`src/rtl/qcv_pkg.sv`:
```
// ----------------------------------------------------------------------------
// qcv_pkg
// Shared types, codes and helpers for the quadrature counter with velocity.
// ----------------------------------------------------------------------------
package qcv_pkg;

  localparam int CHANNELS   = 2;
  localparam int COUNT_W    = 32;
  localparam int TIME_W     = 32;
  localparam int RATE_W     = 16;
  localparam int TPR_W      = 32;
  localparam int EN_W       = 2;
  localparam int FIFO_DEPTH = 2;
  localparam int FIFO_AW    = $clog2(FIFO_DEPTH);

  localparam int MS_PER_S          = 1000;
  localparam int PERIOD_DEFAULT_MS = 10;

  // last channel index that the tick loop visits
  localparam logic CH_LAST = 1'(CHANNELS - 1);

  typedef enum logic [2:0] {
    OP_EDGE_A = 3'd0,
    OP_EDGE_B = 3'd1,
    OP_CLEAR  = 3'd2,
    OP_TICK   = 3'd3,
    OP_READ   = 3'd4
  } op_t;

  typedef enum logic [2:0] {
    REG_CHANNEL_ENABLE = 3'd0,
    REG_PUBLISH_ENABLE = 3'd1,
    REG_PUBLISH_RATE   = 3'd2,
    REG_TPR_CH0        = 3'd3,
    REG_TPR_CH1        = 3'd4
  } reg_idx_t;

  typedef enum logic [1:0] {
    K_EDGE,
    K_CLEAR,
    K_TICK,
    K_READ
  } kind_t;

  typedef struct packed {
    kind_t              kind;
    logic               channel;
    logic               up;
    logic [TIME_W-1:0]  now;
  } q_entry_t;

  typedef struct packed {
    logic [EN_W-1:0]                   channel_enable;
    logic                              publish_enable;
    logic [RATE_W-1:0]                 publish_rate_hz;
    logic [CHANNELS-1:0][TPR_W-1:0]    counts_per_rad;
  } cfg_t;

  typedef struct packed {
    logic [EN_W-1:0] clr_counts;
    logic            clr_last;
  } cfg_evt_t;

  typedef enum logic [2:0] {
    B_IDLE,
    B_HOLD,
    B_DECIDE,
    B_CHAN,
    B_DIV,
    B_EMIT
  } back_state_t;

  typedef enum logic [2:0] {
    D_IDLE,
    D_MULD,
    D_MULM,
    D_CMP,
    D_ITER,
    D_DONE
  } div_state_t;

  function automatic logic chan_on(logic [EN_W-1:0] en, logic ch);
    return (int'(ch) < CHANNELS) && en[ch];
  endfunction

  // any enabled channel above idx
  function automatic logic later_enabled(logic [EN_W-1:0] en, logic idx);
    logic r;
    r = 1'b0;
    for (int i = 0; i < EN_W; i++) begin
      if (i > int'(idx) && i < CHANNELS && en[i]) r = 1'b1;
    end
    return r;
  endfunction

endpackage

```
`src/rtl/qcv_fifo.sv`:
```
// ----------------------------------------------------------------------------
// qcv_fifo
// Short queue between the front and back parts.
// ----------------------------------------------------------------------------
module qcv_fifo import qcv_pkg::*; (
  input  logic     clk,
  input  logic     rst,
  input  logic     push,
  input  q_entry_t wdata,
  input  logic     pop,
  output q_entry_t rdata,
  output logic     empty,
  output logic     full
);

  q_entry_t             mem [FIFO_DEPTH];
  logic [FIFO_AW-1:0]   wptr;
  logic [FIFO_AW-1:0]   rptr;
  logic [FIFO_AW:0]     count;

  assign empty = (count == '0);
  assign full  = (count == (FIFO_AW+1)'(FIFO_DEPTH));
  assign rdata = mem[rptr];

  always_ff @(posedge clk) begin
    if (push) mem[wptr] <= wdata;
  end

  always_ff @(posedge clk) begin
    if (rst) begin
      wptr  <= '0;
      rptr  <= '0;
      count <= '0;
    end else begin
      if (push) wptr <= wptr + 1'b1;
      if (pop)  rptr <= rptr + 1'b1;
      if (push && !pop)      count <= count + 1'b1;
      else if (pop && !push) count <= count - 1'b1;
    end
  end

endmodule

```
`config.mk`:
```
export PLATFORM = sky130hd
export DESIGN_NAME = qcv_fifo
export DESIGN_NICKNAME = d
export VERILOG_FILES = /design/src/rtl/qcv_pkg.sv /design/src/rtl/qcv_fifo.sv
export SDC_FILE = /design/constraint.sdc
export NUM_CORES = 1
export LEC_CHECK = 0
export BUFFER_PORTS_ARGS = -buffer_cell sky130_fd_sc_hd__buf_2
export CAP_MARGIN = 10
export CORE_MARGIN = 4
export CORE_UTILIZATION = 58
export CTS_BUF_LIST = sky130_fd_sc_hd__clkbuf_8
export DETAILED_ROUTE_END_ITERATION = 6
export GPL_TIMING_DRIVEN = 0
export HOLD_SLACK_MARGIN = 0.1
export PLACE_DENSITY = 0.87
export SYNTH_ARGS = -nofsm -noshare
export SYNTH_HDL_FRONTEND = slang
export SYNTH_SLANG_ARGS = --single-unit
```
`constraint.sdc`:
```
create_clock -name clk -period 4.5 [get_ports clk]
set_input_delay 1.35 -clock clk [delete_from_list [all_inputs] [get_ports clk]]
set_output_delay 1.35 -clock clk [all_outputs]
set_load 0.1 [all_outputs]
```
# Word level (Yosys, flattened, before mapping)
# Memories as Yosys holds them, arrays and structs flattened. A register that Yosys moved wholly into a read port is not among the register bits.
# Cells that the tools add are included.
dict set report op_classes {
  reduce_logical 6
  muxes 6
  n_eq_ne 1
  n_addsub 4
}
# operator count
set op_table {}
lappend op_table {{$mux W1} 4}
lappend op_table {{$mux W2} 2}
lappend op_table {{$add A1 B1 Y1 const B} 2}
lappend op_table {{$add A2 B1 Y2 const B} 1}
lappend op_table {{$eq A2 B2 Y1 const B} 1}
lappend op_table {{$logic_and A1 B1 Y1} 2}
lappend op_table {{$logic_not A1 Y1} 2}
lappend op_table {{$logic_not A2 Y1} 1}
lappend op_table {{$reduce_bool A2 Y1} 1}
lappend op_table {{$sub A2 B1 Y2 const B} 1}
dict set report totals {
  ram_bits 72
  output_inout_bits 38
  memories 1
  regBits 4
}
# memory words word_bits rd rd_clocked_by_memory_dff wr line
set memory_table {}
lappend memory_table {mem 2 36 1 1 1 qcv_fifo.sv:16} ;# q_entry_t mem [FIFO_DEPTH];

# Logic depth before layout (Yosys ltp)
dict set report logic_depth {
  word_depth 4
  mapped_depth 5
  mapped_depth_nobuf 5
}

# Least setup slack after synthesis
# Ideal clock, no wire load.
dict set report synth_path {
  path_type {input to register}
  startpoint {input push}
  endpoint {memory mem[0][0] in the netlist's numbering, enable pin}
  arrival_ps 2968
  path_stages 1
  slack_ps 1098
  path_buffers 0
  required_time_ps 4067
  path_cell_list {nor2b_1}
}
dict set report synth_via {
  elab_chain_cells 2
}
# element line
set synth_rtl {}
lappend synth_rtl {{start, declared} qcv_fifo.sv:8} ;# input logic push,
lappend synth_rtl {{$mux W1} qcv_fifo.sv:26} ;# if (push) mem[wptr] <= wdata;
lappend synth_rtl {{$mux W1 (implied by the code)} qcv_fifo.sv:26}
lappend synth_rtl {{end, declared} qcv_fifo.sv:16}
# Every way passes these cells.

==> impl_metrics.env <==
export IMPL_grt_total_usage=0.165
export IMPL_die_area_um2=6030
export IMPL_cellLeakagePower_uw=0.00136
export IMPL_final_cells=295
export IMPL_clk_transition_reported_paths_ps=70
export IMPL_start_util=0.596
export IMPL_period_share=0.683
export IMPL_rsz0062_at_grt="no"
export IMPL_die_w_um=77.7
export IMPL_placement_io_buffers=77
export IMPL_status="finished, final reports clean"
export IMPL_clk_latency_ps=330
export IMPL_yosysUniqueCellTypes=16
export IMPL_final_max_slew_viol_count=0
export IMPL_grt_overflow=0
export IMPL_synthArstFlopShare=0
export IMPL_synth_top_area_cell="edfxtp_1"
export IMPL_ctsResizeCount=0
export IMPL_grt_max_degree=37
export IMPL_syn_inst=134
export IMPL_cts_buffers=9
export IMPL_crit_type="reg -> out"
export IMPL_cp_data_required_time_ps=3150
export IMPL_worst_hold_path_type="reg -> reg"
export IMPL_clk_path_buf_depth=2
export IMPL_fp_dieH_um=77.7
export IMPL_worst_slew_pin_slew_ps=874
export IMPL_cellPowerDensity_nw_per_um2=531
export IMPL_ys_ff_latch=77
export IMPL_clock_sinks=77
export IMPL_dp_cells=279
export IMPL_place_gp_congestion=0.702
export IMPL_drtPass1Iterations=4
export IMPL_r2r_start="wptr"
export IMPL_vias=1464
export IMPL_cpPeakStageDelay_ps=350
export IMPL_ios=78
export IMPL_crit_path_start_kind="flip-flop"
export IMPL_antenna_left=0
export IMPL_r2r_worst_path_cells=1
export IMPL_antenna_found_initial=0
export IMPL_grt_pass1_vias=1590
export IMPL_drtIter0Drc=45
export IMPL_netlist_top_cells_count="edfxtp_1 (72), mux2_2 (36), dfxtp_1 (5), nor2_1 (5), buf_6 (3)"
export IMPL_reg2reg_slack_ps=2950
export IMPL_h_tree_depth=3
export IMPL_vias_per_cell=4.96
export IMPL_whs_endpoint="count[1]"
export IMPL_cpMaxStageDelayCell="mux2_2"
export IMPL_n_antenna_cell=0
export IMPL_synthFlopType="edfxtp_1"
export IMPL_end_kind="output port"
export IMPL_synth_top_area_frac=0.768
export IMPL_slew_headroom=0.417
export IMPL_synth_edf_count=72
export IMPL_cpMostUsedCell="buf_2"
export IMPL_post_route_min_period_ps=3070
export IMPL_yosysMostFrequentCell="edfxtp_1"
export IMPL_routed_wirelength_um=4480
export IMPL_postCtsSetupRepairBufs=0
export IMPL_wire_per_inst_um=15.2
export IMPL_drv_cap=0
export IMPL_hold_start="count[1]"
export IMPL_drc=0
export IMPL_setup_tns_ps=0
export IMPL_clock_skew_ps=5.22
export IMPL_syn_avg_cell_area_um2=21.0
export IMPL_vdd_drop_max_uv=384
export IMPL_synthesis_area_um2=2810
export IMPL_min_path_cells=2
export IMPL_setup_viol=0
export IMPL_cp_max_fo=10
export IMPL_path_cells="buf_2 > buf_6 > mux2_2 > buf_2"
export IMPL_root_buffer="clkbuf_8"
export IMPL_cts_tree="built"
export IMPL_drive_gt1_frac=0.596
export IMPL_synth_warnings=0
export IMPL_nets=264
export IMPL_crit_arrival_ps=1720
export IMPL_synth_seq_area_share=0.804
export IMPL_ys_top_cells_by_area="edfxtp_1 (77%), mux2_2 (14%), dfxtp_1 (3.6%)"
export IMPL_dp_final_hpwl_um=3110
export IMPL_rows=25
export IMPL_core_um2=4720
export IMPL_grt_pass1_wl_um=7350
export IMPL_syn_nets=175
export IMPL_fin_util=0.753
export IMPL_r2r_end="mem[1][19]"
export IMPL_final_hold_violation_count=0
export IMPL_postCtsHoldBufs=0
export IMPL_syn_to_final_growth_pct=26.4
export IMPL_fmax_mhz=325
[metrics by stage]
step	cell area (um2)	power (uW)	hold WS [ps]	worst slack (ps)
after floorplan	2810	1230	461	1100
after global placement	3280	1300	482	134
after detailed placement	3320	1310	497	1770
after CTS	3560	1910	510	1390
after global routing	3560	1960	559	1310
final	3560	1890	506	1430
[routing by layer]
metal | vias to the layer above | routed length [um] | global-route usage
met4 | 0 | 76 | 0.0819
li1 | 697 | - | -
met5 | - | 0 | 0
met2 | 44 | 2440 | 0.285
met3 | 8 | 255 | 0.0534
met1 | 715 | 1710 | 0.182
[flip-flops by register name, indices dropped and copies added (netlist names), named ones only]
signal	flops
rptr	1
count	2
mem	72
wptr	1
[worst max-delay path by stage]
stage | start | endpoint | slack (ps) | cells after the start
after floorplan | push | mem[0][0] | 1100 | 1
after global placement | push | mem[0][25] | 130 | 2
after detailed placement | flip-flop | rdata[34] | 1770 | 4
after CTS | flip-flop | rdata[34] | 1390 | 4
after global routing | flip-flop | rdata[34] | 1310 | 4
final | flip-flop | rdata[34] | 1430 | 4
[final cells by class]
type / instances / area, um2
flip-flops and latches: 77 / 2260
fillers: 297 / 1170
multi-input cells: 52 / 518
repair buffers: 78 / 413
clock buffers: 9 / 124
clock inverters: 7 / 114
well taps: 67 / 83.8
plain buffers: 4 / 38.8
inverters: 1 / 3.75
[cells by family after synthesis]
kind of cell / synth area share
buf+inv: 0.0151
compound gates: 0.00355
xor+xnor: 0.0125
simple gates: 0.0165
flops: 0.804
fa+ha+maj: 0.00445
mux: 0.144
[cells in the final DEF (no fill, tap or decap), drive strengths merged, types with 3 or more instances in the layout]
master  netlist  layout
clkbuf        0       9
edfxtp       72      72
bufinv        0       3
nor2          5       5
buf           4      82
dfxtp         5       5
mux2         36      36
[power breakdown]
part           internal [uW]  switching, uW  leakage (uW)  total (uW)
sequential               833           12.1      0.000717         845
combinational           90.5            359      0.000532         450
clock                    365            230      0.000113         595
total                   1290            602       0.00136        1890
[worst max-delay path, delay by kind of cell, from the launching register on]
family,cells,cell delay (ps)
buffers and inverters,3,740
DFF,1,300
muxes,1,350
Note: power is estimated with default switching activity, not from simulation.
