## config.mk

```make
export PLATFORM = sky130hd
export DESIGN_NAME = qcv_regs
export DESIGN_NICKNAME = d
export VERILOG_FILES = /design/src/rtl/qcv_pkg.sv /design/src/rtl/qcv_regs.sv
export SDC_FILE = /design/constraint.sdc
export NUM_CORES = 1
export LEC_CHECK = 0
export BUFFER_PORTS_ARGS = -buffer_cell sky130_fd_sc_hd__buf_2
export CORE_MARGIN = 3
export CORE_UTILIZATION = 40
export DETAILED_ROUTE_END_ITERATION = 12
export GPL_TIMING_DRIVEN = 0
export PLACE_DENSITY = 0.74
export RECOVER_POWER = 25
export SLEW_MARGIN = 25
export SYNTH_ARGS = -nofsm -noshare
export SYNTH_HDL_FRONTEND = slang
export SYNTH_SLANG_ARGS = --single-unit
export TNS_END_PERCENT = 50
```

## constraint.sdc

```tcl
create_clock -name clk -period 3.1 [get_ports clk]
set_clock_uncertainty 0.2 [all_clocks]
set_input_delay 0.62 -clock clk [delete_from_list [all_inputs] [get_ports clk]]
set_output_delay 0.62 -clock clk [all_outputs]
set_load 0.05 [all_outputs]
```

## src/rtl/qcv_pkg.sv

```systemverilog
// ----------------------------------------------------------------------------
// qcv_pkg
// Shared types, codes and helpers for the quadrature counter with velocity.
// ----------------------------------------------------------------------------
package qcv_pkg;

  localparam int CHANNELS   = 2;
  localparam int COUNT_W    = 32;
  localparam int TIME_W     = 32;
  localparam int RATE_W     = 16;
  localparam int TPR_W      = 32;
  localparam int EN_W       = 2;
  localparam int FIFO_DEPTH = 2;
  localparam int FIFO_AW    = $clog2(FIFO_DEPTH);

  localparam int MS_PER_S          = 1000;
  localparam int PERIOD_DEFAULT_MS = 10;

  // last channel index that the tick loop visits
  localparam logic CH_LAST = 1'(CHANNELS - 1);

  typedef enum logic [2:0] {
    OP_EDGE_A = 3'd0,
    OP_EDGE_B = 3'd1,
    OP_CLEAR  = 3'd2,
    OP_TICK   = 3'd3,
    OP_READ   = 3'd4
  } op_t;

  typedef enum logic [2:0] {
    REG_CHANNEL_ENABLE = 3'd0,
    REG_PUBLISH_ENABLE = 3'd1,
    REG_PUBLISH_RATE   = 3'd2,
    REG_TPR_CH0        = 3'd3,
    REG_TPR_CH1        = 3'd4
  } reg_idx_t;

  typedef enum logic [1:0] {
    K_EDGE,
    K_CLEAR,
    K_TICK,
    K_READ
  } kind_t;

  typedef struct packed {
    kind_t              kind;
    logic               channel;
    logic               up;
    logic [TIME_W-1:0]  now;
  } q_entry_t;

  typedef struct packed {
    logic [EN_W-1:0]                   channel_enable;
    logic                              publish_enable;
    logic [RATE_W-1:0]                 publish_rate_hz;
    logic [CHANNELS-1:0][TPR_W-1:0]    counts_per_rad;
  } cfg_t;

  typedef struct packed {
    logic [EN_W-1:0] clr_counts;
    logic            clr_last;
  } cfg_evt_t;

  typedef enum logic [2:0] {
    B_IDLE,
    B_HOLD,
    B_DECIDE,
    B_CHAN,
    B_DIV,
    B_EMIT
  } back_state_t;

  typedef enum logic [2:0] {
    D_IDLE,
    D_MULD,
    D_MULM,
    D_CMP,
    D_ITER,
    D_DONE
  } div_state_t;

  function automatic logic chan_on(logic [EN_W-1:0] en, logic ch);
    return (int'(ch) < CHANNELS) && en[ch];
  endfunction

  // any enabled channel above idx
  function automatic logic later_enabled(logic [EN_W-1:0] en, logic idx);
    logic r;
    r = 1'b0;
    for (int i = 0; i < EN_W; i++) begin
      if (i > int'(idx) && i < CHANNELS && en[i]) r = 1'b1;
    end
    return r;
  endfunction

endpackage

```

## src/rtl/qcv_regs.sv

```systemverilog
// ----------------------------------------------------------------------------
// qcv_regs
// Configuration register file behind an APB-style port.
// ----------------------------------------------------------------------------
module qcv_regs import qcv_pkg::*; (
  input  logic        clk,
  input  logic        rst,
  input  logic        psel,
  input  logic        penable,
  input  logic        pwrite,
  input  logic [4:0]  paddr,
  input  logic [31:0] pwdata,
  output logic [31:0] prdata,
  output logic        pready,
  output cfg_t        cfg,
  output cfg_evt_t    evt
);

  logic     wr;
  reg_idx_t idx;

  assign pready = 1'b1;
  assign wr     = psel && penable && pwrite;
  assign idx    = reg_idx_t'(paddr[4:2]);

  always_ff @(posedge clk) begin
    if (rst) begin
      cfg.channel_enable  <= '0;
      cfg.publish_enable  <= 1'b0;
      cfg.publish_rate_hz <= RATE_W'(100);
      for (int c = 0; c < CHANNELS; c++) cfg.counts_per_rad[c] <= TPR_W'(65536);
      evt <= '0;
    end else begin
      evt.clr_counts <= (wr && idx == REG_CHANNEL_ENABLE) ?
                        (pwdata[EN_W-1:0] ^ cfg.channel_enable) : '0;
      evt.clr_last   <= wr && (idx == REG_PUBLISH_ENABLE);
      if (wr) begin
        unique case (idx)
          REG_CHANNEL_ENABLE: cfg.channel_enable <= pwdata[EN_W-1:0];
          REG_PUBLISH_ENABLE: cfg.publish_enable <= pwdata[0];
          REG_PUBLISH_RATE: cfg.publish_rate_hz <= pwdata[RATE_W-1:0];
          REG_TPR_CH0: if (pwdata != '0) cfg.counts_per_rad[0] <= pwdata;
          REG_TPR_CH1: if (pwdata != '0) cfg.counts_per_rad[1] <= pwdata;
          default: ;
        endcase
      end
    end
  end

  always_comb begin
    unique case (idx)
      REG_CHANNEL_ENABLE: prdata = {{(32-EN_W){1'b0}}, cfg.channel_enable};
      REG_PUBLISH_ENABLE: prdata = {31'b0, cfg.publish_enable};
      REG_PUBLISH_RATE:   prdata = {{(32-RATE_W){1'b0}}, cfg.publish_rate_hz};
      REG_TPR_CH0:        prdata = cfg.counts_per_rad[0];
      REG_TPR_CH1:        prdata = cfg.counts_per_rad[1];
      default:            prdata = '0;
    endcase
  end

endmodule

```

# Word level (Yosys, flattened, before mapping)
# Cells that the tools add are included.
# totals
out_inout_bits,119
inputBits,42
elab_cells,26
reg_bits,86
# classes
n_eq_ne,4
bitwise,2
muxes,1
n_reduce_logical,12
# op_table
cell,count
32-bit one-hot mux with 5 select lines,1
32-bit nonzero test,1
3-bit by 2-bit equality test with 1-bit output (second input constant),2
2-bit AND reduction,3
3-bit AND reduction,2
1-bit logical AND,4
3-bit by 1-bit equality test with 1-bit output (second input constant),1
3-bit equality test (second input constant),1
3-bit logical NOT,1
2-bit OR reduction,1
2-bit bitwise XOR,1
1-bit inverter,1

# Logic depth before layout (Yosys ltp)
# Gate-level depths: netlist of the first run.
# depth
ltp_word,5
mapped_depth,8
mapped_depth_nobuf,4

# Worst setup path before layout of the first run
# No wires, ideal clock.
# synth_timing
path_type,input to output
start,in paddr[2]
end,out prdata[1]
arrival_ns,2.375
path_slack_ns,-0.095
stages,4
required_ns,2.280
cell_sequence,buf_2 > buf_2 > a31oi_1 > o21ai_0
# synth_between
elab_chain_cells,2
# synth_lines
item,line_no,text
"start, declared",qcv_regs.sv:11,"input logic [4:0] paddr,"
3-bit equality test (tied with other cells),qcv_regs.sv:51,unique case (idx)
32-bit one-hot mux with 5 select lines (*),qcv_regs.sv:51,
"end, declared",qcv_regs.sv:13,"output logic [31:0] prdata,"
# Every way passes the cells marked *; elsewhere a longest branch is shown, timed or not.

# Final worst setup path of the first run
# layout_timing
start,in paddr[2]
end,out prdata[24]
# The elaborated chain is that of the path after synthesis.

==> metrics.md, run 1 <==
| Metric | Value |
|---|---|
| Most frequent cell on the critical path | sky130_fd_sc_hd__buf_2 |
| Dominant delay contributor by cell family on the critical path | buffers and inverters |
| Startpoint type of the worst setup path | input port |
| Worst slew slack as a fraction of its limit | 55.6% |
| Setup repair after global routing missed its margin | no |
| Clock latency at the later pin of the worst-skew pair | 360 ps |
| I/O pin count | 161 |
| Via count of the first global-routing pass | 3,547 |
| Critical R2R Launch | cfg[81] |
| Std cell rows | 36 |
| Average wire per cell in the routed design | 17.0 um |
| Pin count of the biggest net entering global routing | 14 |
| Average cell area after synthesis | 9.80 um^2 |
| Buffer and inverter count on the worst path | 5 |
| Number of DRC violations after detailed routing | 0 |
| Mapped Nets | 470 |
| Number of flip-flops and latches in the synthesized netlist | 86 |
| Placed Cells | 716 |
| Max FO, Critical Path | 10 |
| Port Buffer Count | 155 |
| Post-place instance area | 0.00514 mm^2 |
| CTS buffer count | 9 |
| Proportion of power drawn by the clock network | 36.1% |
| Hold Path Sink | cfg[67] |
| Cts hold-fix bufs | 0 |
| DP Worst Slack | -282 ps |
| Sw Share | 26.0% |
| Max-capacitance violation count | 0 |
| Classification of the worst setup path | input port to output pin |
| Via-per-instance ratio | 5.03 |
| Data required time of the worst path | 2280 ps |
| Number of failing hold endpoints at the final stage | 0 |
| Area of the die | 0.0118 mm^2 |
| Net count reported at finish | 639 |
| Largest cells by area after synthesis | sky130_fd_sc_hd__dfxtp_1 (41%), sky130_fd_sc_hd__mux2i_1 (20%), sky130_fd_sc_hd__nand2b_1 (14%) |
| Detail Route met2 WL | 5.91 mm |
| Register-to-Register Setup Slack | 2180 ps |
| Clock root buffer | sky130_fd_sc_hd__clkbuf_8 |
| Total routing resource utilization after global routing | 21.2% |
| Share of async-settable or async-resettable flops after synthesis | 0% |
| Cell at the slowest stage of the critical path | sky130_fd_sc_hd__nor3b_4 |
| Overall die height | 108 um |
| Placeable Area | 0.0100 mm^2 |
| Worst-case reg-to-reg path depth | 2 |
| Count of synthesis-stage warnings from yosys | 0 |
| Clk sinks | 86 |
| Number of setup violations in the final report | 0 |
| Critical path origin | paddr[2] |
| Fraction of the cycle the final worst path needs | 96.0% |
| TritonCTS clock tree | built |
| DIE WIDTH | 108 um |
| Net switching power | 0.000551 W |
| Outcome | finished clean |
| WP data arrival | 2160 ps |
| Worst Setup Slack, final | 125 ps |
| Initial antenna violation count | 2 |
| Worst hold start | cfg[67] |
| Diode count | 0 |
| Setup crit end kind | output pin |
| Highest ir drop seen on vdd | 0.171 mV |
| CP max stage delay | 310 ps |
| Final slew viol count | 0 |
| Final estimated routing congestion in global placement | 0.824 |
| Layout-stage area growth over the synthesis result | 26.4% |
| Worst-Margin Slew | 668 ps |
| R2R Path End | evt[1] |
| Overflow left after global routing | 0 |
| Combined area of all synthesized cells | 0.00420 mm^2 |
| Post-layout utilization of the core | 53.0% |
| Global-route wire length before repair | 18.9 mm |
| Length of routed wiring on met1 | 5.43 mm |
| Design area | 0.00530 mm^2 |
| Number of library cell types mapped by synthesis | 32 |
| Seq/Total Area, Yosys | 41.0% |
| Clock Path Buffers | 2 |
| Fraction of layout instances using a drive strength above 1 | 26.1% |
| Post-CTS clock slew at the launch and capture registers of the worst setup and hold paths | 80 ps |
| Cell count of the worst hold path | 2 |
| Number of standard cells after synthesis | 428 |
| Non-filler instance count after layout | 734 |
| Count of flip-flops with a built-in enable after synthesis | 0 |
| Predominant post-synthesis flop cell | sky130_fd_sc_hd__dfxtp_1 |
| Overall via count from detail_route | 3,690 |
| Half-perimeter wire length after placement | 9.56 mm |
| Combinational share of power | 11.1% |
| Worst path cell trace | buf_2 > buf_2 > nor3b_4 > buf_4 > clkbuf_2 > a22o_1 > buf_2 |
| Top-area cell type share of the netlist area | 41.0% |
| Routed Antenna Nets | 0 |
| P per Cell Area | 400 mW/mm^2 |
| Cell accounting for the most synthesized area | sky130_fd_sc_hd__dfxtp_1 |
| First-pass DRT Iterations | 4 |
| Detailed-route wire length | 12.5 mm |
| Top Layer Used | met5 |
| Post-Route Setup TNS | 0 ps |
| Highest achievable clock rate | 336 MHz |
| Iteration-0 DRC Markers | 195 |
| Met3 WL | 901 um |
| Crit path time final | 2980 ps |
| Initial core utilization | 42.0% |
| Worst min-delay path category | flip-flop to flip-flop |
| Total number of H-tree levels | 3 |
| Relative contribution of sequential cells to total power | 52.8% |
| Internal cell power | 0.00157 W |
| Static leakage | 2.63 nW |
-- power groups by stage --
stage	clock network (W)	logic, W	registers (W)
after floorplan	0	0.000117	0.00117
after global placement	0	0.000231	0.00114
after detailed placement	0	0.000234	0.00114
after CTS	0.000779	0.000238	0.00112
after global routing	0.000819	0.000254	0.00112
final	0.000765	0.000236	0.00112
-- through the flow --
stage               hold slack, ps  total power, W
global route                   307         0.00219
global placement               256         0.00138
CTS                            282         0.00214
detailed placement             270         0.00138
floorplan                      481         0.00129
finish                         281         0.00212
-- cell families (layout without fill, tap and decap cells) --
kind of cell	after synthesis	after routing	synth area share [%]
multiplexers	83	83	20.1
AND/OR/NAND/NOR	173	173	24.6
flip-flops	86	86	41.0
AO/OA/AOI/OAI	48	48	7.96
buffers and inverters	35	208	5.78
other	1	1	0.0894
XOR/XNOR	2	2	0.417
-- how the worst max path moves through the flow --
stage / cells after the start / end
floorplan: 4 / prdata[14]
global placement: 7 / prdata[2]
detailed placement: 7 / prdata[2]
CTS: 7 / prdata[24]
global route: 7 / prdata[28]
finish: 7 / prdata[24]
-- cell usage in the layout (no fill, tap or decap), types with 2 or more instances in the layout --
| cell type | Yosys | routed |
|---|---|---|
| sky130_fd_sc_hd__o211ai_4 | 2 | 2 |
| sky130_fd_sc_hd__nor4_2 | 6 | 6 |
| sky130_fd_sc_hd__nand2b_1 | 92 | 92 |
| sky130_fd_sc_hd__nor3_1 | 2 | 2 |
| sky130_fd_sc_hd__mux2i_1 | 82 | 82 |
| sky130_fd_sc_hd__nand3b_1 | 3 | 3 |
| sky130_fd_sc_hd__buf_4 | 2 | 5 |
| sky130_fd_sc_hd__clkbuf_2 | 0 | 3 |
| sky130_fd_sc_hd__o21ai_0 | 16 | 11 |
| sky130_fd_sc_hd__nand4_2 | 2 | 2 |
| sky130_fd_sc_hd__a22o_1 | 16 | 16 |
| sky130_fd_sc_hd__o21ai_1 | 0 | 5 |
| sky130_fd_sc_hd__clkbuf_8 | 0 | 13 |
| sky130_fd_sc_hd__nor2_1 | 8 | 8 |
| sky130_fd_sc_hd__nand2_1 | 48 | 48 |
| sky130_fd_sc_hd__buf_12 | 6 | 6 |
| sky130_fd_sc_hd__or2b_1 | 2 | 2 |
| sky130_fd_sc_hd__or4_1 | 2 | 2 |
| sky130_fd_sc_hd__xnor2_1 | 2 | 2 |
| sky130_fd_sc_hd__dfxtp_1 | 86 | 86 |
| sky130_fd_sc_hd__clkbuf_1 | 20 | 64 |
| sky130_fd_sc_hd__inv_1 | 2 | 2 |
| sky130_fd_sc_hd__clkinvlp_4 | 0 | 2 |
| sky130_fd_sc_hd__buf_2 | 5 | 112 |
| sky130_fd_sc_hd__a21oi_1 | 13 | 13 |
-- timing repair --
action / 4_1_cts / 5_1_grt
resized for setup: 4 / 2
endpoints found under the hold margin: 0 / 0
buffers inserted: 3 / 0
endpoints found under the setup margin: 30 / 2
pin swaps: 1 / 0
-- flip-flops by register name, indices dropped and copies added (netlist names) --
name  count
cfg      83
evt       3
-- tightest hold or removal path, stage by stage, from the launching register on --
cell	delay [ps]
sky130_fd_sc_hd__dfxtp_1	330
sky130_fd_sc_hd__nand2_1	50
sky130_fd_sc_hd__a21oi_1	50
-- per-layer routing --
layer,vias to the layer above,track usage [%]
li1,1803,-
met1,1738,27.4
met2,124,34.9
met3,21,4.06
met4,4,8.03
met5,-,0
-- Yosys cell counts, types with 2 or more instances --
library cell and count:
sky130_fd_sc_hd__nand4_2 2, sky130_fd_sc_hd__nand3b_1 3, sky130_fd_sc_hd__nand2_1 48, sky130_fd_sc_hd__a21oi_1 13, sky130_fd_sc_hd__inv_1 2, sky130_fd_sc_hd__clkbuf_1 20, sky130_fd_sc_hd__mux2i_1 82, sky130_fd_sc_hd__xnor2_1 2
sky130_fd_sc_hd__nand2b_1 92, sky130_fd_sc_hd__nor2_1 8, sky130_fd_sc_hd__buf_12 6, sky130_fd_sc_hd__buf_4 2, sky130_fd_sc_hd__or4_1 2, sky130_fd_sc_hd__or2b_1 2, sky130_fd_sc_hd__a22o_1 16, sky130_fd_sc_hd__buf_2 5
sky130_fd_sc_hd__o21ai_0 16, sky130_fd_sc_hd__o211ai_4 2, sky130_fd_sc_hd__dfxtp_1 86, sky130_fd_sc_hd__nor4_2 6, sky130_fd_sc_hd__nor3_1 2
-- area by class of cell --
cell class                      instances  area [um^2]
Multi-Input combinational cell        307         2230
Tap cell                              133          166
Inverter                                2         7.51
Fill cell                             977         4700
Sequential cell                        86         1720
Buffer                                 33          243
Clock buffer                           13          179
Timing Repair Buffer                  158          738
Clock inverter                          2         15.0
(Power assumes the default switching activity.)
==> run 2: changes to the inputs <==
Settings changed: CORE_MARGIN 3 to 8, RECOVER_POWER 25 to default.
==> run 2 against run 1 <==
Effect of this change: worst hold slack got worse by 7.0 ps; maximum frequency fell by 0.83%; critical path depth rose by 1; cell area rose by 2.4%; global-route usage fell by 2.5 points; via count rose by 1.6%; die area rose by 19%; largest power group unchanged.
==> metrics.md, run 2 (synthesis results as in run 1) <==
| Metric | Value |
|---|---|
| Non-filler instance count after layout | 734 (unchanged) |
| Count of fill cells added during filler insertion | 970 (was 977) |
| Via-per-instance ratio | 5.11 (was 5.03) |
| Data required time of the worst path | 2280 ps (about the same) |
| Initial antenna violation count | 0 (was 2) |
| Fin Hold WS | 274 ps (was 281 ps) |
| Leading cell types in the layout, fill and taps excluded | sky130_fd_sc_hd__buf_2 (160), sky130_fd_sc_hd__nand2b_1 (92), sky130_fd_sc_hd__dfxtp_1 (86) (was sky130_fd_sc_hd__buf_2 (112), sky130_fd_sc_hd__nand2b_1 (92), sky130_fd_sc_hd__dfxtp_1 (86)) |
| Most frequent cell on the critical path | sky130_fd_sc_hd__buf_2 (unchanged) |
| Layout-stage area growth over the synthesis result | 29.4% (was 26.4%) |
| Worst min-delay path category | flip-flop to flip-flop (unchanged) |
| Worst slew slack as a fraction of its limit | 61.4% (was 55.6%) |
| Setup crit end kind | output pin (unchanged) |
| Max-capacitance violation count | 0 (unchanged) |
| Crit path time final | 3000 ps (was 2980 ps) |
| Critical R2R Launch | cfg[81] (unchanged) |
| Dominant delay contributor by cell family on the critical path | buffers and inverters (unchanged) |
| Half-perimeter wire length after placement | 10.3 mm (was 9.56 mm) |
| Highest achievable clock rate | 333 MHz (was 336 MHz) |
| Final estimated routing congestion in global placement | 0.822 (was 0.824) |
| Average wire per cell in the routed design | 18.2 um (was 17.0 um) |
| DIE WIDTH | 118 um (was 108 um) |
| TritonCTS clock tree | built (unchanged) |
| Final slew viol count | 0 (unchanged) |
| Clk sinks | 86 (unchanged) |
| Net count reported at finish | 637 (was 639) |
| Worst path cell trace | buf_2 > buf_2 > nor3b_4 > buf_12 > clkbuf_2 > nand2_1 > o21ai_1 > buf_2 (was buf_2 > buf_2 > nor3b_4 > buf_4 > clkbuf_2 > a22o_1 > buf_2) |
| Diode count | 0 (unchanged) |
| Initial core utilization | 40.8% (was 42.0%) |
| Number of DRC violations after detailed routing | 0 (unchanged) |
| Max FO, Critical Path | 10 (unchanged) |
| Buffer and inverter count on the worst path | 5 (unchanged) |
| Design area | 0.00543 mm^2 (was 0.00530 mm^2) |
| Outcome | finished clean (unchanged) |
| Worst-Margin Slew | 579 ps (was 668 ps) |
| DP Worst Slack | -346 ps (was -282 ps) |
| Global-route wire length before repair | 21.2 mm (was 18.9 mm) |
| Overflow left after global routing | 0 (unchanged) |
| Worst hold start | cfg[75] (was cfg[67]) |
| Overall via count from detail_route | 3,750 (was 3,690) |
| I/O pin count | 161 (unchanged) |
| Fraction of the cycle the final worst path needs | 96.8% (was 96.0%) |
| Largest registers in the final layout | cfg x83, evt x3 (unchanged) |
| WP data arrival | 2180 ps (was 2160 ps) |
| Highest ir drop seen on vdd | 0.249 mV (was 0.171 mV) |
| Biggest register | cfg (unchanged) |
| Register-to-Register Setup Slack | 2180 ps (about the same) |
| Placeable Area | 0.0103 mm^2 (was 0.0100 mm^2) |
| Port Buffer Count | 155 (unchanged) |
| Area of the die | 0.0140 mm^2 (was 0.0118 mm^2) |
| R2R Path End | evt[1] (unchanged) |
| Overall die height | 118 um (was 108 um) |
| Cell at the slowest stage of the critical path | sky130_fd_sc_hd__clkbuf_2 (was sky130_fd_sc_hd__nor3b_4) |
| Setup repair after global routing missed its margin | no (unchanged) |
| Cell count of the worst hold path | 2 (unchanged) |
| CTS buffer count | 9 (unchanged) |
| Max reg flops | 83 (unchanged) |
| Hold Path Sink | cfg[75] (was cfg[67]) |
| Std cell rows | 37 (was 36) |
| Post-place instance area | 0.00514 mm^2 (about the same) |
| Total number of H-tree levels | 3 (unchanged) |
| Number of setup violations in the final report | 0 (unchanged) |
| Clock latency at the later pin of the worst-skew pair | 340 ps (was 360 ps) |
| Pin count of the biggest net entering global routing | 18 (was 14) |
| Classification of the worst setup path | input port to output pin (unchanged) |
| Routed Antenna Nets | 0 (unchanged) |
| Post-CTS clock slew at the launch and capture registers of the worst setup and hold paths | 90 ps (was 80 ps) |
| Clock Path Buffers | 2 (unchanged) |
| Fraction of layout instances using a drive strength above 1 | 33.8% (was 26.1%) |
| First-pass DRT Iterations | 5 (was 4) |
| Worst-case reg-to-reg path depth | 2 (unchanged) |
| Clock root buffer | sky130_fd_sc_hd__clkbuf_8 (unchanged) |
| Via count of the first global-routing pass | 4,003 (was 3,547) |
| Static leakage | 2.86 nW (was 2.63 nW) |
| P per Cell Area | 438 mW/mm^2 (was 400 mW/mm^2) |
| Iteration-0 DRC Markers | 184 (was 195) |
| Total routing resource utilization after global routing | 18.6% (was 21.2%) |
| Worst Setup Slack, final | 99.6 ps (was 125 ps) |
| Commonest non-fill, non-tap cell in the layout | sky130_fd_sc_hd__buf_2 (unchanged) |
| CP max stage delay | 300 ps (was 310 ps) |
| Number of failing hold endpoints at the final stage | 0 (unchanged) |
| Placed Cells | 719 (was 716) |
| Detailed-route wire length | 13.3 mm (was 12.5 mm) |
| Startpoint type of the worst setup path | input port (unchanged) |
run 2: cell types whose count changed in the layout (fill, tap and decap cells not counted), sizes merged:
cell,change
clkinvlp,-2
clkbuf,-52
bufinv,+4
buf,+47
run 2: routing by layer:
layer,track usage [%],vias to the layer above,wire length [um]
met4,6.56,0,255
met1,22.0,1799,5690
met2,31.6,147,6300
met5,0,-,0
met3,5.43,17,1090
li1,-,1787,-
run 2: stage by stage:
stage	util, %	setup TNS [ps]	power [W]
final	52.8	0	0.00238
after global placement	50.0	-4850	0.00138
after CTS	52.8	0	0.00239
after floorplan	-	-423	0.00129
after global routing	52.8	0	0.00245
after detailed placement	50.0	-5740	0.00138
run 2: repair_timing:
item	4_1_cts	5_1_grt
gates resized for setup	4	0
setup buffers	2	0
setup endpoints to repair	30	0
hold buffers	0	0
hold endpoints to repair	0	0
run 2: worst max path at each step:
stage / start / end / depth (start not counted)
after global routing: paddr[2] / prdata[1] / 8
after CTS: paddr[2] / prdata[1] / 8
after global placement: paddr[2] / prdata[9] / 7
after detailed placement: paddr[2] / prdata[9] / 7
after floorplan: paddr[2] / prdata[14] / 4
final: paddr[2] / prdata[1] / 8
run 2: where the power goes:
part	internal [W]	leakage (nW)	switching (W)
clock	0.000631	0.128	0.000389
sequential	0.00111	0.693	0.00000661
combinational	0.0000835	2.04	0.000156
run 2: cell type report:
cell class | instances | area [um^2] | share of cell area, %
repair buffers | 157 | 803 | 14.8
clock buffers | 10 | 138 | 2.53
inverters | 2 | 7.51 | 0.138
multi-input cells | 307 | 2230 | 41.1
flip-flops and latches | 86 | 1720 | 31.7
clock inverters | 4 | 120 | 2.21
plain buffers | 32 | 238 | 4.38
well taps | 136 | 170 | 3.13
run 2: worst register-to-register path: cells and delay by family, from the launching register on:
family        cells  cell delay (ps)
xor+xnor          1              140
flops             1              410
simple gates      1               60
==> run 3: changes to the inputs <==
--- a/config.mk
+++ b/config.mk
@@ -9,4 +9,5 @@
 export CORE_MARGIN = 8
 export CORE_UTILIZATION = 40
+export CTS_BUF_LIST = sky130_fd_sc_hd__clkbuf_4 sky130_fd_sc_hd__clkbuf_8
 export DETAILED_ROUTE_END_ITERATION = 12
 export GPL_TIMING_DRIVEN = 0
==> constraint.sdc (replaced) <==
create_clock -name clk -period 3.1 [get_ports clk]
set_clock_uncertainty 0.2 [all_clocks]
set_input_delay 0.465 -clock clk [delete_from_list [all_inputs] [get_ports clk]]
set_output_delay 0.465 -clock clk [all_outputs]
set_load 0.05 [all_outputs]
==> run 3 against run 2 <==
Effect of this change: maximum frequency grew 3.1%; worst setup slack improved by 91 ps; sequential share of layout area up 0.63 points; cell area is 2.0% lower; power decreased by 12%; die area did not move; critical endpoint is now prdata[9]; largest power group unchanged; highest routed layer unchanged.
==> metrics.md, run 3 (synthesis results as in run 1) <==
| Metric | Value |
|---|---|
| Outcome | finished clean (unchanged) |
| Max-capacitance violation count | 0 (unchanged) |
| Commonest non-fill, non-tap cell in the layout | sky130_fd_sc_hd__buf_2 (unchanged) |
| Number of setup violations in the final report | 0 (unchanged) |
| Total routing resource utilization after global routing | 19.0% (was 18.6%) |
| Post-layout utilization of the core | 51.8% (was 52.8%) |
| Iteration-0 DRC Markers | 207 (was 184) |
| Fin Hold WS | 173 ps (was 274 ps) |
| P per Cell Area | 393 mW/mm^2 (was 438 mW/mm^2) |
| Static leakage | 2.81 nW (was 2.86 nW) |
| Highest ir drop seen on vdd | 0.181 mV (was 0.249 mV) |
| Final slew viol count | 0 (unchanged) |
| Number of failing hold endpoints at the final stage | 0 (unchanged) |
| First-pass DRT Iterations | 4 (was 5) |
| CTS buffer count | 9 (unchanged) |
| Average wire per cell in the routed design | 18.3 um (was 18.2 um) |
| Std cell rows | 37 (unchanged) |
| Post-CTS clock slew at the launch and capture registers of the worst setup and hold paths | 80 ps (was 90 ps) |
| Clock root buffer | sky130_fd_sc_hd__clkbuf_8 (unchanged) |
| Worst-case reg-to-reg path depth | 2 (unchanged) |
| Biggest register | cfg (unchanged) |
| Overall die height | 118 um (unchanged) |
| I/O pin count | 161 (unchanged) |
| Fraction of layout instances using a drive strength above 1 | 33.4% (was 33.8%) |
| Worst slew slack as a fraction of its limit | 60.8% (was 61.4%) |
| Startpoint type of the worst setup path | input port (unchanged) |
| Total power | 0.00209 W (was 0.00238 W) |
| TritonCTS clock tree | built (unchanged) |
| Data required time of the worst path | 2430 ps (was 2280 ps) |
| Initial antenna violation count | 0 (unchanged) |
| Fraction of the cycle the final worst path needs | 93.9% (was 96.8%) |
| Global-route wire length before repair | 21.5 mm (was 21.2 mm) |
| Leading cell types in the layout, fill and taps excluded | sky130_fd_sc_hd__buf_2 (160), sky130_fd_sc_hd__nand2b_1 (92), sky130_fd_sc_hd__dfxtp_1 (86) (unchanged) |
| Setup crit end kind | output pin (unchanged) |
| Net count reported at finish | 636 (was 637) |
| Overflow left after global routing | 0 (unchanged) |
| Placeable Area | 0.0103 mm^2 (unchanged) |
| Clock Path Buffers | 2 (unchanged) |
| Post-Route Setup TNS | 0 ps (unchanged) |
| Setup repair after global routing missed its margin | no (unchanged) |
| WP data arrival | 2240 ps (was 2180 ps) |
| Area of the die | 0.0140 mm^2 (unchanged) |
| Classification of the worst setup path | input port to output pin (unchanged) |
| Cell count of the worst hold path | 3 (was 2) |
| Layout-stage area growth over the synthesis result | 26.9% (was 29.4%) |
| Detailed-route wire length | 13.4 mm (was 13.3 mm) |
| DIE WIDTH | 118 um (unchanged) |
| Highest achievable clock rate | 344 MHz (was 333 MHz) |
| Worst-Margin Slew | 587 ps (was 579 ps) |
| Total number of H-tree levels | 3 (unchanged) |
| Crit path time final | 2910 ps (was 3000 ps) |
| Routed Antenna Nets | 0 (unchanged) |
| Via-per-instance ratio | 5.09 (was 5.11) |
| Count of fill cells added during filler insertion | 995 (was 970) |
| Initial core utilization | 40.8% (unchanged) |
| Worst min-delay path category | input port to flip-flop (was flip-flop to flip-flop) |
| Clk sinks | 86 (unchanged) |
| Diode count | 0 (unchanged) |
| Max FO, Critical Path | 10 (unchanged) |
| Largest registers in the final layout | cfg x83, evt x3 (unchanged) |
| Cts hold-fix bufs | 0 (unchanged) |
| Final estimated routing congestion in global placement | 0.819 (was 0.822) |
| Number of DRC violations after detailed routing | 0 (unchanged) |
| Overall via count from detail_route | 3,738 (was 3,750) |
| Clock latency at the later pin of the worst-skew pair | 360 ps (was 340 ps) |
| Half-perimeter wire length after placement | 10.3 mm (about the same) |
| Pin count of the biggest net entering global routing | 13 (was 18) |
| Via count of the first global-routing pass | 4,016 (was 4,003) |
| Port Buffer Count | 155 (unchanged) |
| Max reg flops | 83 (unchanged) |
run 3: layout make-up:
cell class              count  area (um^2)  share of cell area [%]
plain buffers              33          238                    4.47
clock buffers              14          174                    3.27
flip-flops and latches     86         1720                    32.3
inverters                   2         7.51                   0.141
multi-input cells         307         2230                    41.9
well taps                 136          170                    3.20
clock inverters             1         5.00                  0.0940
repair buffers            155          776                    14.6
run 3: final timing paths:
kind	startpoint	slack, ps	end
hold reg to reg	cfg[67]	270	cfg[67]
setup reg to reg	cfg[81]	2180	evt[1]
setup / recovery	paddr[2]	190	prdata[9]
hold / removal	pwdata[12]	170	cfg[76]
run 3: per-stage QoR:
stage               instances  instance area (um^2)  worst slack, ps
finish                    734                  5320              190
global route              734                  5320              118
CTS                       734                  5320             65.2
detailed placement        719                  5140            -32.2
global placement          719                  5140            -21.9
floorplan                 428                  4200              215
run 3: power breakdown:
part | internal (W) | switching, W
clock | 0.000357 | 0.000379
sequential | 0.00111 | 0.00000668
combinational | 0.0000808 | 0.000155
run 3: layer usage:
layer  track usage (%)  vias up  part of all wire, %
met4              7.19        0                  1.8
met2              32.1      140                   47
met1              22.6     1796                   44
li1                  -     1784                    -
met3              5.43       18                  7.2
met5                 0        -                    0
run 3: repair_timing:
action / 4_1_cts / 5_1_grt
buffers inserted: 0 / 0
gates resized for setup: 1 / 2
gates cloned: 0 / 0
endpoints found under the setup margin: 2 / 5
run 3: worst max-delay path, cell delays in order:
cell and delay (ps):
sky130_fd_sc_hd__buf_2 120, sky130_fd_sc_hd__buf_2 220, sky130_fd_sc_hd__nor3b_4 450, sky130_fd_sc_hd__clkbuf_2 420, sky130_fd_sc_hd__nand2_1 110, sky130_fd_sc_hd__o21ai_0 130
sky130_fd_sc_hd__buf_2 330
